===== config.mk =====
export PLATFORM = sky130hd
export DESIGN_NAME = keypad_debounce_autorepeat_top
export DESIGN_NICKNAME = d
export VERILOG_FILES = /design/src/design/kda_pkg.sv /design/src/design/kda_lane.sv /design/src/design/kda_merge.sv /design/src/design/keypad_debounce_autorepeat_top.sv
export SDC_FILE = /design/constraint.sdc
export NUM_CORES = 2
export LEC_CHECK = 0
export BUFFER_PORTS_ARGS = -buffer_cell sky130_fd_sc_hd__buf_2
export CAP_MARGIN = 0
export CORE_MARGIN = 2
export CORE_UTILIZATION = 40
export DETAILED_ROUTE_END_ITERATION = 12
export GPL_TIMING_DRIVEN = 0
export PLACE_DENSITY_LB_ADDON = 0.2
export SYNTH_ARGS = -nofsm -noshare
export SYNTH_HDL_FRONTEND = slang
export SYNTH_HIERARCHICAL = 1
export SYNTH_SLANG_ARGS = --single-unit

===== constraint.sdc =====
create_clock -name clk -period 4.25 [get_ports clk]
set_input_delay 1.0625 -clock clk [delete_from_list [all_inputs] [get_ports clk]]
set_output_delay 1.0625 -clock clk [all_outputs]
set_load 0.01 [all_outputs]

===== src/design/kda_pkg.sv =====
// kda_pkg: shared types and constants for the key debouncer with auto-repeat
// used by kda_lane and keypad_debounce_autorepeat_top
package kda_pkg;

  localparam logic [1:0] KIND_TICK  = 2'd0;
  localparam logic [1:0] KIND_POP   = 2'd1;
  localparam logic [1:0] KIND_FLUSH = 2'd2;

  localparam logic [1:0] EV_UP    = 2'd1;
  localparam logic [1:0] EV_DOWN  = 2'd2;
  localparam logic [1:0] EV_PRESS = 2'd3;

  localparam int CNT_W = 7;

  localparam logic [2:0] CFG_ACTIVE   = 3'd0;
  localparam logic [2:0] CFG_KEYS     = 3'd1;
  localparam logic [2:0] CFG_SCAN     = 3'd2;
  localparam logic [2:0] CFG_CHECKS   = 3'd3;
  localparam logic [2:0] CFG_DELAY    = 3'd4;
  localparam logic [2:0] CFG_INTERVAL = 3'd5;

  // per-key status word
  typedef struct packed {
    logic             held;
    logic [CNT_W-1:0] cnt;
  } key_stat_t;

  // what one lane found during a scan
  typedef struct packed {
    logic      ev_up;
    logic      ev_down;
    key_stat_t nxt;
  } lane_res_t;

  typedef enum logic [1:0] {
    ST_IDLE,
    ST_POST,
    ST_OUT
  } state_t;

endpackage


===== src/design/kda_lane.sv =====
// kda_lane: debounce core for one key, pure combinational step
// depends on kda_pkg
module kda_lane (
  input  kda_pkg::key_stat_t            stat,
  input  logic                          act,
  input  logic [kda_pkg::CNT_W-1:0]     checks,
  output kda_pkg::lane_res_t            res
);
  logic [kda_pkg::CNT_W:0] inc;

  // held keys count down on inactive scans, released keys count up
  always_comb begin
    inc = {1'b0, stat.cnt} + 1'b1;
    res = '0;
    if (stat.held) begin
      if (act) begin
        res.nxt = '{held: 1'b1, cnt: checks};
      end else if (stat.cnt <= 1) begin
        res.ev_up = 1'b1;
        res.nxt   = '0;
      end else begin
        res.nxt = '{held: 1'b1, cnt: stat.cnt - 1'b1};
      end
    end else begin
      if (act && inc >= {1'b0, checks}) begin
        res.ev_down = 1'b1;
        res.nxt     = '{held: 1'b1, cnt: checks};
      end else if (act) begin
        res.nxt = '{held: 1'b0, cnt: inc[kda_pkg::CNT_W-1:0]};
      end else begin
        res.nxt = '0;
      end
    end
  end
endmodule


===== src/design/kda_merge.sv =====
// kda_merge: picks the lowest pending key event from the lane results
// uses no package
module kda_merge #(
  parameter int N = 16,
  parameter int IW = 4
) (
  input  logic [N-1:0]  pend,
  output logic          any,
  output logic [IW-1:0] idx
);
  // priority pick, lowest index first
  always_comb begin
    any = 1'b0;
    idx = '0;
    for (int i = N - 1; i >= 0; i--) begin
      if (pend[i]) begin
        any = 1'b1;
        idx = IW'(i);
      end
    end
  end
endmodule


===== src/design/keypad_debounce_autorepeat_top.sv =====
// keypad_debounce_autorepeat_top: key debouncer, auto-repeat timers, message ring
// depends on kda_pkg, kda_lane, kda_merge
//
// Input channel in_*: one word per item. in_tuser is the kind (tick, pop,
// flush); in_tdata carries key_levels and key_select. Output channel out_*:
// exactly one result word per input word. Configuration is written through
// cfg_we/cfg_idx/cfg_data; the user must do so only while the block is idle,
// which the block itself does not enforce. On a tick that ends a scan period, the
// lanes of the configured keys evaluate in parallel; the key events they found are then posted
// into the ring one message per cycle in key order, lowest key first, by a
// sequencer (each DOWN is followed by its PRESS), then a possible repeat PRESS.
// The ring is a QUEUE_DEPTH-entry memory that drops its oldest message when
// full. A result waits in the output register while out_tready is low; a new
// item is taken once that register is free. Reset clears key status, ring
// pointers and timers; the scan timer runs from reset.
module keypad_debounce_autorepeat_top #(
  parameter int MAX_KEYS    = 16,
  parameter int QUEUE_DEPTH = 32,
  parameter int TIMER_WIDTH = 16
) (
  input  logic        clk,
  input  logic        rst_n,
  input  logic        in_tvalid,
  output logic        in_tready,
  input  logic [23:0] in_tdata,   // key_levels[15:0], key_select[19:16], zero pad
  input  logic [1:0]  in_tuser,   // kind
  output logic        out_tvalid,
  input  logic        out_tready,
  output logic [31:0] out_tdata,  // message[7:0], message_valid[8], key_is_down[9],
                                  // pressed_mask[25:10], queued_count[30:26], pad
  input  logic        cfg_we,
  input  logic [2:0]  cfg_idx,
  input  logic [15:0] cfg_data
);
  localparam int KW = (MAX_KEYS > 1) ? $clog2(MAX_KEYS) : 1;
  localparam int QW = $clog2(QUEUE_DEPTH);
  localparam int CW = kda_pkg::CNT_W;

  // configuration registers
  logic             active_r;
  logic [4:0]       keys_r;
  logic [15:0]      scan_r, delay_r, intv_r;
  logic [CW-1:0]    checks_r;

  always_ff @(posedge clk) begin
    if (!rst_n) begin
      active_r <= 1'b0; keys_r <= 5'd16; scan_r <= 16'd30;
      checks_r <= 7'd3; delay_r <= 16'd500; intv_r <= 16'd100;
    end else if (cfg_we) begin
      case (cfg_idx)
        kda_pkg::CFG_ACTIVE:   active_r <= cfg_data[0];
        kda_pkg::CFG_KEYS:     keys_r   <= cfg_data[4:0];
        kda_pkg::CFG_SCAN:     scan_r   <= cfg_data;
        kda_pkg::CFG_CHECKS:   checks_r <= cfg_data[CW-1:0];
        kda_pkg::CFG_DELAY:    delay_r  <= cfg_data;
        kda_pkg::CFG_INTERVAL: intv_r   <= cfg_data;
        default: ;
      endcase
    end
  end

  logic [TIMER_WIDTH-1:0] scan_p, delay_p, intv_p;
  logic [CW-1:0] checks_e;
  logic [6:0]    nkeys;
  always_comb begin
    scan_p  = TIMER_WIDTH'(scan_r);
    delay_p = TIMER_WIDTH'(delay_r);
    intv_p  = TIMER_WIDTH'(intv_r);
    if (scan_p == '0)  scan_p  = TIMER_WIDTH'(1);
    if (delay_p == '0) delay_p = TIMER_WIDTH'(1);
    if (intv_p == '0)  intv_p  = TIMER_WIDTH'(1);
    checks_e = (checks_r == '0) ? CW'(1) : checks_r;
    nkeys = ({2'b0, keys_r} > 7'(MAX_KEYS)) ? 7'(MAX_KEYS) : {2'b0, keys_r};
  end

  // state
  kda_pkg::state_t state_r, state_nxt;
  kda_pkg::key_stat_t stat_r [MAX_KEYS];
  logic [MAX_KEYS-1:0] up_r, down_r;      // pending events from the scan
  logic                press_pend_r;      // second message of a down
  logic [KW-1:0]       cur_r;
  logic                rep_pend_r;
  logic [QW-1:0]       head_r, tail_r;
  logic [5:0]          last_r;
  logic [4:0]          held_r;
  logic [TIMER_WIDTH-1:0] st_cnt_r, dl_cnt_r, iv_cnt_r;
  logic                dl_run_r, iv_run_r;
  logic [1:0]          kind_r;
  logic [3:0]          sel_r;
  logic [7:0]          msg_r;
  logic                mval_r;
  logic [7:0]          ring [QUEUE_DEPTH];
  logic [7:0]          rd_q;

  // lanes
  kda_pkg::lane_res_t res [MAX_KEYS];
  logic [MAX_KEYS-1:0] act;
  genvar g;
  generate
    for (g = 0; g < MAX_KEYS; g++) begin : g_lane
      assign act[g] = ((g < 16) ? in_tdata[g % 16] : 1'b0) == active_r;
      kda_lane u_lane (.stat(stat_r[g]), .act(act[g]), .checks(checks_e), .res(res[g]));
    end
  endgenerate

  logic          any;
  logic [KW-1:0] pidx;
  kda_merge #(.N(MAX_KEYS), .IW(KW)) u_merge (.pend(up_r | down_r), .any(any), .idx(pidx));

  wire acc = in_tvalid && in_tready;
  assign in_tready = (state_r == kda_pkg::ST_IDLE);

  // timer counting for a tick
  logic [TIMER_WIDTH:0] st_inc, dl_inc, iv_inc;
  logic st_fire, dl_fire, iv_fire;
  always_comb begin
    st_inc = {1'b0, st_cnt_r} + 1'b1;
    dl_inc = {1'b0, dl_cnt_r} + 1'b1;
    iv_inc = {1'b0, iv_cnt_r} + 1'b1;
    st_fire = st_inc >= {1'b0, scan_p};
    dl_fire = dl_run_r && dl_inc >= {1'b0, delay_p};
    iv_fire = iv_run_r && iv_inc >= {1'b0, intv_p};
  end

  // message post sequencer
  logic       post;
  logic [1:0] pev;
  logic [5:0] pkey;
  always_comb begin
    state_nxt = state_r;
    post = 1'b0; pev = kda_pkg::EV_PRESS; pkey = last_r;
    case (state_r)
      kda_pkg::ST_IDLE: if (acc) state_nxt = (in_tuser == kda_pkg::KIND_TICK) ?
                                  kda_pkg::ST_POST : kda_pkg::ST_OUT;
      kda_pkg::ST_POST: begin
        if (press_pend_r) begin
          post = 1'b1; pev = kda_pkg::EV_PRESS; pkey = 6'(cur_r);
        end else if (any) begin
          post = 1'b1; pkey = 6'(pidx);
          pev = down_r[pidx] ? kda_pkg::EV_DOWN : kda_pkg::EV_UP;
        end else if (rep_pend_r) begin
          post = 1'b1;
        end else begin
          state_nxt = kda_pkg::ST_OUT;
        end
      end
      kda_pkg::ST_OUT: if (out_tready) state_nxt = kda_pkg::ST_IDLE;
      default: state_nxt = kda_pkg::ST_IDLE;
    endcase
  end

  always_ff @(posedge clk) begin
    if (!rst_n) state_r <= kda_pkg::ST_IDLE;
    else        state_r <= state_nxt;
  end

  // ring memory and read
  always_ff @(posedge clk) begin
    if (post) ring[head_r] <= {pev, pkey};
    rd_q <= ring[tail_r];
  end

  logic [4:0] held_up;
  assign held_up = held_r + 5'd1;

  // repeat timers are touched by a down, by release of the repeating key
  // or when several keys are held
  logic hold_many, tm_hit;
  assign hold_many = (pev == kda_pkg::EV_DOWN) ? (held_up > 5'd1) : (held_r > 5'd1);
  assign tm_hit    = (pev == kda_pkg::EV_DOWN) || hold_many ||
                     (pev == kda_pkg::EV_UP && pkey == last_r);

  // datapath and control
  always_ff @(posedge clk) begin
    if (!rst_n) begin
      for (int i = 0; i < MAX_KEYS; i++) stat_r[i] <= '0;
      up_r <= '0; down_r <= '0; press_pend_r <= 1'b0; rep_pend_r <= 1'b0;
      head_r <= '0; tail_r <= '0; last_r <= '0; held_r <= '0;
      st_cnt_r <= '0; dl_cnt_r <= '0; iv_cnt_r <= '0;
      dl_run_r <= 1'b0; iv_run_r <= 1'b0; mval_r <= 1'b0; cur_r <= '0;
    end else begin
      if (acc) begin
        kind_r <= in_tuser;
        sel_r  <= in_tdata[19:16];
        mval_r <= 1'b0;
        msg_r  <= '0;
        case (in_tuser)
          kda_pkg::KIND_TICK: begin
            st_cnt_r <= st_fire ? '0 : st_inc[TIMER_WIDTH-1:0];
            if (dl_run_r) dl_cnt_r <= dl_fire ? '0 : dl_inc[TIMER_WIDTH-1:0];
            if (iv_run_r) iv_cnt_r <= iv_fire ? '0 : iv_inc[TIMER_WIDTH-1:0];
            rep_pend_r <= iv_fire;
            if (dl_fire) begin
              dl_run_r <= 1'b0; dl_cnt_r <= '0;
              iv_run_r <= 1'b1; iv_cnt_r <= '0;
            end
            if (st_fire) begin
              for (int i = 0; i < MAX_KEYS; i++) begin
                if (7'(i) < nkeys) begin
                  stat_r[i] <= res[i].nxt;
                  up_r[i]   <= res[i].ev_up;
                  down_r[i] <= res[i].ev_down;
                end
              end
            end
          end
          kda_pkg::KIND_POP: if (head_r != tail_r) begin
            mval_r <= 1'b1;
            tail_r <= tail_r + 1'b1;
          end
          kda_pkg::KIND_FLUSH: begin
            head_r <= '0; tail_r <= '0;
            dl_run_r <= 1'b0; dl_cnt_r <= '0;
            iv_run_r <= 1'b0; iv_cnt_r <= '0;
          end
          default: ;
        endcase
      end
      if (state_r == kda_pkg::ST_OUT && mval_r && kind_r == kda_pkg::KIND_POP &&
          msg_r == '0)
        msg_r <= rd_q;
      if (post) begin
        head_r <= head_r + 1'b1;
        if (head_r + 1'b1 == tail_r) tail_r <= tail_r + 1'b1;
        if (press_pend_r) begin
          press_pend_r <= 1'b0;
        end else if (any) begin
          up_r[pidx] <= 1'b0; down_r[pidx] <= 1'b0;
          if (down_r[pidx]) begin
            press_pend_r <= 1'b1; cur_r <= pidx;
          end
        end
        // held count moves before a down posts, after an up posts
        if (!press_pend_r && any && down_r[pidx]) held_r <= held_up;
        if (!press_pend_r && any && !down_r[pidx] && held_r != 0) held_r <= held_r - 1'b1;
        if (pev == kda_pkg::EV_DOWN) last_r <= pkey;
        if (pev == kda_pkg::EV_DOWN && !hold_many) begin
          dl_run_r <= 1'b1; dl_cnt_r <= '0;
          iv_run_r <= 1'b0; iv_cnt_r <= '0;
        end else if (tm_hit) begin
          dl_run_r <= 1'b0; dl_cnt_r <= '0;
          iv_run_r <= 1'b0; iv_cnt_r <= '0;
        end
        // the repeat post, or a stopped interval timer, drops the pending repeat
        if (tm_hit || (!press_pend_r && !any)) rep_pend_r <= 1'b0;
      end
    end
  end

  // result word
  logic [15:0]     mask;
  logic            kdown;
  logic [QW-1:0]   qcnt;
  always_comb begin
    mask = '0;
    for (int i = 0; i < MAX_KEYS && i < 16; i++) mask[i] = stat_r[i].held;
    kdown = 1'b0;
    for (int i = 0; i < MAX_KEYS; i++)
      if (4'(i) == sel_r && i < 16) kdown = stat_r[i].held;
    if ({3'b0, sel_r} >= nkeys) kdown = 1'b0;
    qcnt = head_r - tail_r;
  end

  logic [7:0] msg_o;
  assign msg_o = (mval_r && msg_r == '0) ? rd_q : msg_r;
  assign out_tvalid = (state_r == kda_pkg::ST_OUT);
  assign out_tdata  = {1'b0, 5'(qcnt), mask, kdown, mval_r, mval_r ? msg_o : 8'd0};

  // assertions
  a_ready_idle: assert property (@(posedge clk) disable iff (!rst_n)
    in_tready |-> !out_tvalid) else $error("ready while result pending");
  a_one_result: assert property (@(posedge clk) disable iff (!rst_n)
    (out_tvalid && out_tready) |=> !out_tvalid) else $error("result repeated");
  a_no_post_idle: assert property (@(posedge clk) disable iff (!rst_n)
    post |-> state_r == kda_pkg::ST_POST) else $error("post outside scan");
endmodule

Word-level counts from Yosys, hierarchy flattened

Memories as Yosys holds them, arrays and structs flattened. A register that Yosys moved wholly into a read port is not among the register bits.
Index checks and enable logic that the tools add are counted.

Logic and storage cells: 711
Bits in registers: 187
Output and inout bits: 34
Bits of input ports: 50
Memories: 2
Memory bits (writable): 384

$add $sub $neg: 40
Order comparisons: 57
Reduce and logical (&&, ||, !) cells: 66
Mux-type cells: 449
Bitwise gates (word level): 21
Equality and inequality tests: 51

Memory list:

| name   | depth | width | read ports | clocked after memory_dff | wr ports | RTL line                             | RTL |
|---|---|---|---|---|---|---|---|
| ring   | 32    | 8     | 1          | 1                        | 1        | keypad_debounce_autorepeat_top.sv:92 | `logic [7:0] ring [QUEUE_DEPTH];` |
| stat_r | 16    | 8     | 16         | 0                        | 16       | keypad_debounce_autorepeat_top.sv:78 | `kda_pkg::key_stat_t stat_r [MAX_KEYS];` |

Operator list:

| cell                    | number |
|---|---|
| $mux W8                 | 84 |
| $mux W16                | 31 |
| $mux W1                 | 270 |
| $add A7 B1 Y8 const B   | 16 |
| $ge A8 B7 Y1            | 16 |
| $mux W7                 | 17 |
| $le A7 B1 Y1 const B    | 16 |
| $sub A7 B1 Y7 const B   | 16 |
| $mux W4                 | 16 |
| $pmux W16 S2            | 2 |
| $add A16 B1 Y17 const B | 3 |
| $ge A17 B16 Y1          | 3 |
| $mux W5                 | 10 |
| $logic_not A16 Y1       | 3 |
| $lt A4 B5 Y1 const A    | 8 |
| $and A16 B16 Y16        | 2 |
| $eq A4 B4 Y1 const A    | 8 |
| $logic_and A1 B1 Y1     | 31 |
| $reduce_and A2 Y1       | 12 |
| $lt A3 B5 Y1 const A    | 4 |
| $mux W2                 | 10 |
| $mux W6                 | 3 |
| $eq A1 B1 Y1            | 16 |
| $eq A3 B4 Y1 const A    | 4 |
| 42 further kinds        | 83 |

Logic depth before layout (Yosys ltp)

Depth after elaboration: 30
Depth in mapped cells: 17
Mapped depth without buffers: 16

Modules after synthesis

Netlist, hierarchy kept.

By module, submodules not included:

| module                            | cells an instance | sequential area each (µm²) | area an instance (µm²) | times used |
|---|---|---|---|---|
| keypad_debounce_autorepeat_top    | 2154              | 15574.9                    | 26277.7                | 1 |
| kda_lane at g_lane[13].u_lane ... | 101               | 0.0                        | 650.6                  | 11 |
| kda_lane at g_lane[0].u_lane ...  | 96                | 0.0                        | 676.9                  | 3 |
| kda_lane at g_lane[12].u_lane     | 99                | 0.0                        | 678.2                  | 1 |
| kda_lane at g_lane[9].u_lane      | 95                | 0.0                        | 646.9                  | 1 |
| kda_merge                         | 33                | 0.0                        | 178.9                  | 1 |

Least setup slack after synthesis

OpenSTA, ideal clock, no wires.

Kind: register -> register
From: register iv_cnt_r[0]
To: register iv_cnt_r[10]
Clock period less this slack: 3.981 ns
Path buffers: 1
Required time: 4.180 ns
Stages on the path, launching flop included: 18
Arrival: 3.911 ns
Path slack: 0.269 ns
Setup time: 0.070 ns
Cells stage by stage: dfxtp_1 -> ha_1 -> and3_1 -> nand3_1 -> nor3_1 -> and3_1 -> and3_1 -> xor2_1 -> ha_1 -> a211oi_1 -> o21a_1 -> o22ai_1 -> or4_1 -> nor2_1 -> and3_1 -> buf_1 -> o21ai_0 -> a21oi_1

Word-level cells in the longest chain between the ends: 11

Ends and longest elaborated chain:

| what                       | RTL line                              | RTL |
|---|---|---|
| start: declaration         | keypad_debounce_autorepeat_top.sv:86  | `logic [TIMER_WIDTH-1:0] st_cnt_r, dl_cnt_r, iv_cnt_r;` |
| start signal: assignment   | keypad_debounce_autorepeat_top.sv:191 | `if (iv_run_r) iv_cnt_r <= iv_fire ? '0 : iv_inc[TIMER_WIDTH-1:0];` |
| $add A16 B1 Y17 (*)        | keypad_debounce_autorepeat_top.sv:119 | `iv_inc = {1'b0, iv_cnt_r} + 1'b1;` |
| $ge A17 B16 Y1             | keypad_debounce_autorepeat_top.sv:122 | `iv_fire = iv_run_r && iv_inc >= {1'b0, intv_p};` |
| $logic_and A1 B1 Y1        | keypad_debounce_autorepeat_top.sv:122 |  |
| $mux W16 (*) (2 in series) | keypad_debounce_autorepeat_top.sv:191 |  |
| $mux W16 (*)               | keypad_debounce_autorepeat_top.sv:193 | `if (dl_fire) begin` |
| $pmux W16 S2 (*)           | keypad_debounce_autorepeat_top.sv:187 | `case (in_tuser)` |
| $mux W16 (*)               | keypad_debounce_autorepeat_top.sv:182 | `if (acc) begin` |
| $mux W16                   | keypad_debounce_autorepeat_top.sv:240 | `end else if (tm_hit) begin` |
| $mux W16                   | keypad_debounce_autorepeat_top.sv:237 | `if (pev == kda_pkg::EV_DOWN && !hold_many) begin` |
| $mux W16 (*)               | keypad_debounce_autorepeat_top.sv:222 | `if (post) begin` |

Every way passes the cells marked *; elsewhere a longest branch is shown, timed or not.
A chain may end at the register's enable or synchronous reset.

Worst setup path after layout

From: register keys_r[1]
To: output port out_tdata[9]

Word-level cells in the longest chain between the ends: 4

Ends and longest elaborated chain:

| what                     | RTL line                              | RTL |
|---|---|---|
| start: declaration       | keypad_debounce_autorepeat_top.sv:41  | `logic [4:0] keys_r;` |
| start signal: assignment | keypad_debounce_autorepeat_top.sv:52  | `kda_pkg::CFG_KEYS: keys_r <= cfg_data[4:0];` |
| $gt A5 B5 Y1             | keypad_debounce_autorepeat_top.sv:73  | `nkeys = ({2'b0, keys_r} > 7'(MAX_KEYS)) ? 7'(MAX_KEYS) : {2'b0, keys_r};` |
| $mux W5 (*)              | keypad_debounce_autorepeat_top.sv:73  |  |
| $ge A4 B5 Y1 (*)         | keypad_debounce_autorepeat_top.sv:260 | `if ({3'b0, sel_r} >= nkeys) kdown = 1'b0;` |
| $mux W1 (*)              | keypad_debounce_autorepeat_top.sv:260 |  |
| end: declaration         | keypad_debounce_autorepeat_top.sv:29  | `output logic [31:0] out_tdata,` |

Marks and branches as above.

==> impl_results.md <==
- Pwr dens: 327 nW/um^2
- Nets@finish: 4222
- Outcome: completed
- Post-place setup slack: -1080 ps
- Most used routing layer: met2
- Cell leakage power: 15.5 nW
- Fillcell total: 8791
- GP Congestion: 0.925
- Row count: 111
- Synthesized instance count: 3780
- Die Area: 94900 um^2
- Total CTS buffers: 68
- Root buf cell: clkbuf_16
- Antenna Violating Nets Remaining: 0
- Mapped Area: 37000 um^2
- Fin crit period: 4090 ps
- Yosys cell types: 99
- Io pins: 84
- Reg clk slew, reported paths: 50 ps
- CTS Buffer Depth: 3
- Share of layout cells above drive strength 1: 14.6%
- RR Endpoint: iv_cnt_r[5]
- Worst skew pair latency: 630 ps
- IO Port Bufs: 77
- Fraction of the yosys area taken by sequential cells: 42.1%
- Gr usage total: 21.8%
- Synth warn: 6
- Crit path DAT: 3030 ps
- Largest net degree at the start of global routing: 41
- Slew Limit Fails: 0
- Global-route wire length before repair: 163000 um
- Peak VDD IR: 0.288 mV
- Slack of the critical path: 159 ps
- GR Util met3: 2.82%
- Num Clock Sinks: 579
- Critical path peak fanout: 7
- H-Tree Depth: 3
- Fmax: 244 MHz
- Detailed Route WL: 104000 um
- Die span in x: 308 um
- Initial Utilization: 40.3%
- Met1 Use GR: 29.2%
- Slowest cell on the critical path: dfxtp_1
- Wire per inst: 20.2 um
- Met2 usage: 36.5%
- Antenna violations before repair: 4
- Hold path depth: 2
- Top Family by Delay on Critical Path: compound AO/OA/AOI/OAI gates
- Cts hold-fix bufs: 0
- Worst Tran Pin Value: 1360 ps
- Detailed Place HPWL: 76700 um
- Total global routing overflow: 0
- Hold WC Path Type: reg -> reg
- Fin cells: 5181
- Worst hold start: up_r[8]
- Vias: 29.3k
- Setup TNS: 0 ps
- TritonCTS clock tree: built
- DR DRC count: 0
- FF-to-FF path depth: 16
- Setup CP Type: reg -> out
- Die Y-Extent: 308 um
- Avg Cell Area, Syn: 9.78 um^2
- Hold Path Sink: up_r[8]
- DP Cell Count: 5055
- CP startpoint: keys_r[1]
- DR iter-0 viols: 2738
- Prevailing post-synth register cell: edfxtp_1
- Max-cap viol count: 0
- Vias in the first global route: 28.2k
- Synthesis-to-finish area growth: 12.6%
- Clock skew: 33.8 ps
- R2r setup slk: 180 ps
- WP buf/inv: 3
- Crit end category: output port
- CP cell instances: nor2b_4 -> inv_1 -> ha_1 -> a21o_1 -> a21o_1 -> a21oi_1 -> o32ai_1 -> a21oi_1 -> buf_4 -> buf_2
- Final setup violation count: 0
- Vias/cell: 5.66
- WP data required: 3190 ps
- Max incr delay on CP: 540 ps
- Max_slew headroom: 9.05%
- TritonRoute pass-1 iters: 6
- Final hold violations: 0
- Fin crit share: 96.2%
- Worst reg2reg startpoint: iv_cnt_r[0]
- Syn_nets: 4062
- Hold_ws: 464 ps
- Core footprint: 91700 um^2
- Kind of start point of the critical path: register
- EDFF count, synth: 398
- Async S/R FF share, synth: 0%
- Synthesized flop and latch total: 579
[report_power, final]
part	internal, mW	switching (mW)
Clock	3.50	2.48
Combinational	0.550	0.904
Sequential	6.07	0.108
Total	10.1	3.49
[per-layer routing]
layer	wire length (um)	share of wire [%]
met3	5260	5.0
met1	46500	45
met2	49700	48
met4	3020	2.9
met5	24	0.023
[layout make-up]
| cell class | instances | area (um^2) | share of cell area (%) |
|---|---|---|---|
| buffer | 207 | 1070 | 2.57 |
| clock inverter | 33 | 392 | 0.941 |
| multi-input combinational | 2766 | 19700 | 47.3 |
| tap | 1186 | 1480 | 3.57 |
| timing repair buffer | 95 | 676 | 1.62 |
| clock buffer | 91 | 1870 | 4.49 |
| antenna | 1 | 2.50 | 0.00601 |
| sequential | 579 | 15600 | 37.4 |
| inverter | 223 | 840 | 2.02 |
[registers in the layout (all words and copies together), names as in the netlist, 5 cells and up]
| signal | cells |
|---|---|
| last_r | 6 |
| checks_r | 7 |
| head_r | 5 |
| msg_r | 8 |
| ring | 256 |
| rd_q | 8 |
| iv_cnt_r | 16 |
| keys_r | 5 |
| scan_r | 16 |
| intv_r | 16 |
| tail_r | 5 |
| held_r | 5 |
| delay_r | 16 |
| down_r | 16 |
| dl_cnt_r | 16 |
| up_r | 16 |
| st_cnt_r | 16 |
| stat_r | 128 |
[tightest hold or removal path, delay by kind of cell, from the launching register on]
kind | cells | cell delay [ps]
DFF | 1 | 310
and+or+nand+nor | 1 | 50
muxes | 1 | 60
[layout by cell type, fill, tap and decap left out, drive strengths merged, types with 113 or more instances in the layout]
cell type / synthesis / routed
clkbuf: 117 / 205
and2: 113 / 113
edfxtp: 398 / 398
inv: 223 / 227
buf: 95 / 188
nor2: 311 / 311
nor3: 120 / 120
ha: 231 / 231
nand3: 133 / 133
a21oi: 210 / 210
dfxtp: 181 / 181
nand2: 416 / 416
[cell families after synthesis]
family	after synthesis	synth area share (%)
AND/OR/NAND/NOR	1470	20.2
adder cells (fa/ha/maj)	232	7.87
other	1	0.0101
flip-flops	579	42.1
AO/OA/AOI/OAI	762	14.1
XOR/XNOR	178	4.22
buffers and inverters	435	5.08
multiplexers	123	6.36
[synth_stat cells, drive strengths merged (46+ instances only)]
library cell | number | area, um^2
nand2 | 416 | 1590
edfxtp | 398 | 12000
nor2 | 311 | 1180
ha | 231 | 2890
inv | 223 | 837
a21oi | 210 | 1050
dfxtp | 181 | 3620
nand3 | 133 | 731
nor3 | 120 | 709
clkbuf | 117 | 440
and2 | 113 | 709
o21ai | 111 | 559
xnor2 | 103 | 902
and3 | 101 | 661
buf | 95 | 599
mux4 | 88 | 1980
xor2 | 75 | 657
nand2b | 53 | 339
nor4 | 53 | 419
o211ai | 51 | 383
a31oi | 46 | 318
nand4 | 46 | 288
[metrics by stage]
stage | area (um^2) | util [%] | total power, mW
final | 41600 | 45.4 | 13.6
after global routing | 41600 | 45.4 | 14.1
after CTS | 41500 | 45.3 | 13.7
after detailed placement | 39100 | 42.7 | 7.73
after global placement | 38800 | 42.4 | 7.72
after floorplan | 37000 | - | 7.29
[worst max-delay path by stage]
| stage | depth (start not counted) | slack [ps] | end |
|---|---|---|---|
| finish | 10 | 160 | out_tdata[9] |
| global route | 16 | -30 | iv_cnt_r[9] |
| CTS | 15 | -4 | stat_r[1][42] |
| detailed placement | 15 | -1080 | stat_r[1][19] |
| global placement | 6 | -1600 | ring[17][3] |
| floorplan | 17 | 270 | iv_cnt_r[10] |
[timing repair]
| action | 4_1_cts | 5_1_grt |
|---|---|---|
| endpoints found under the setup margin | 236 | 263 |
| setup buffers | 3 | 3 |
| resized for setup | 43 | 36 |
| pin swaps | 3 | 4 |
Note: power is estimated with default switching activity, not from simulation.
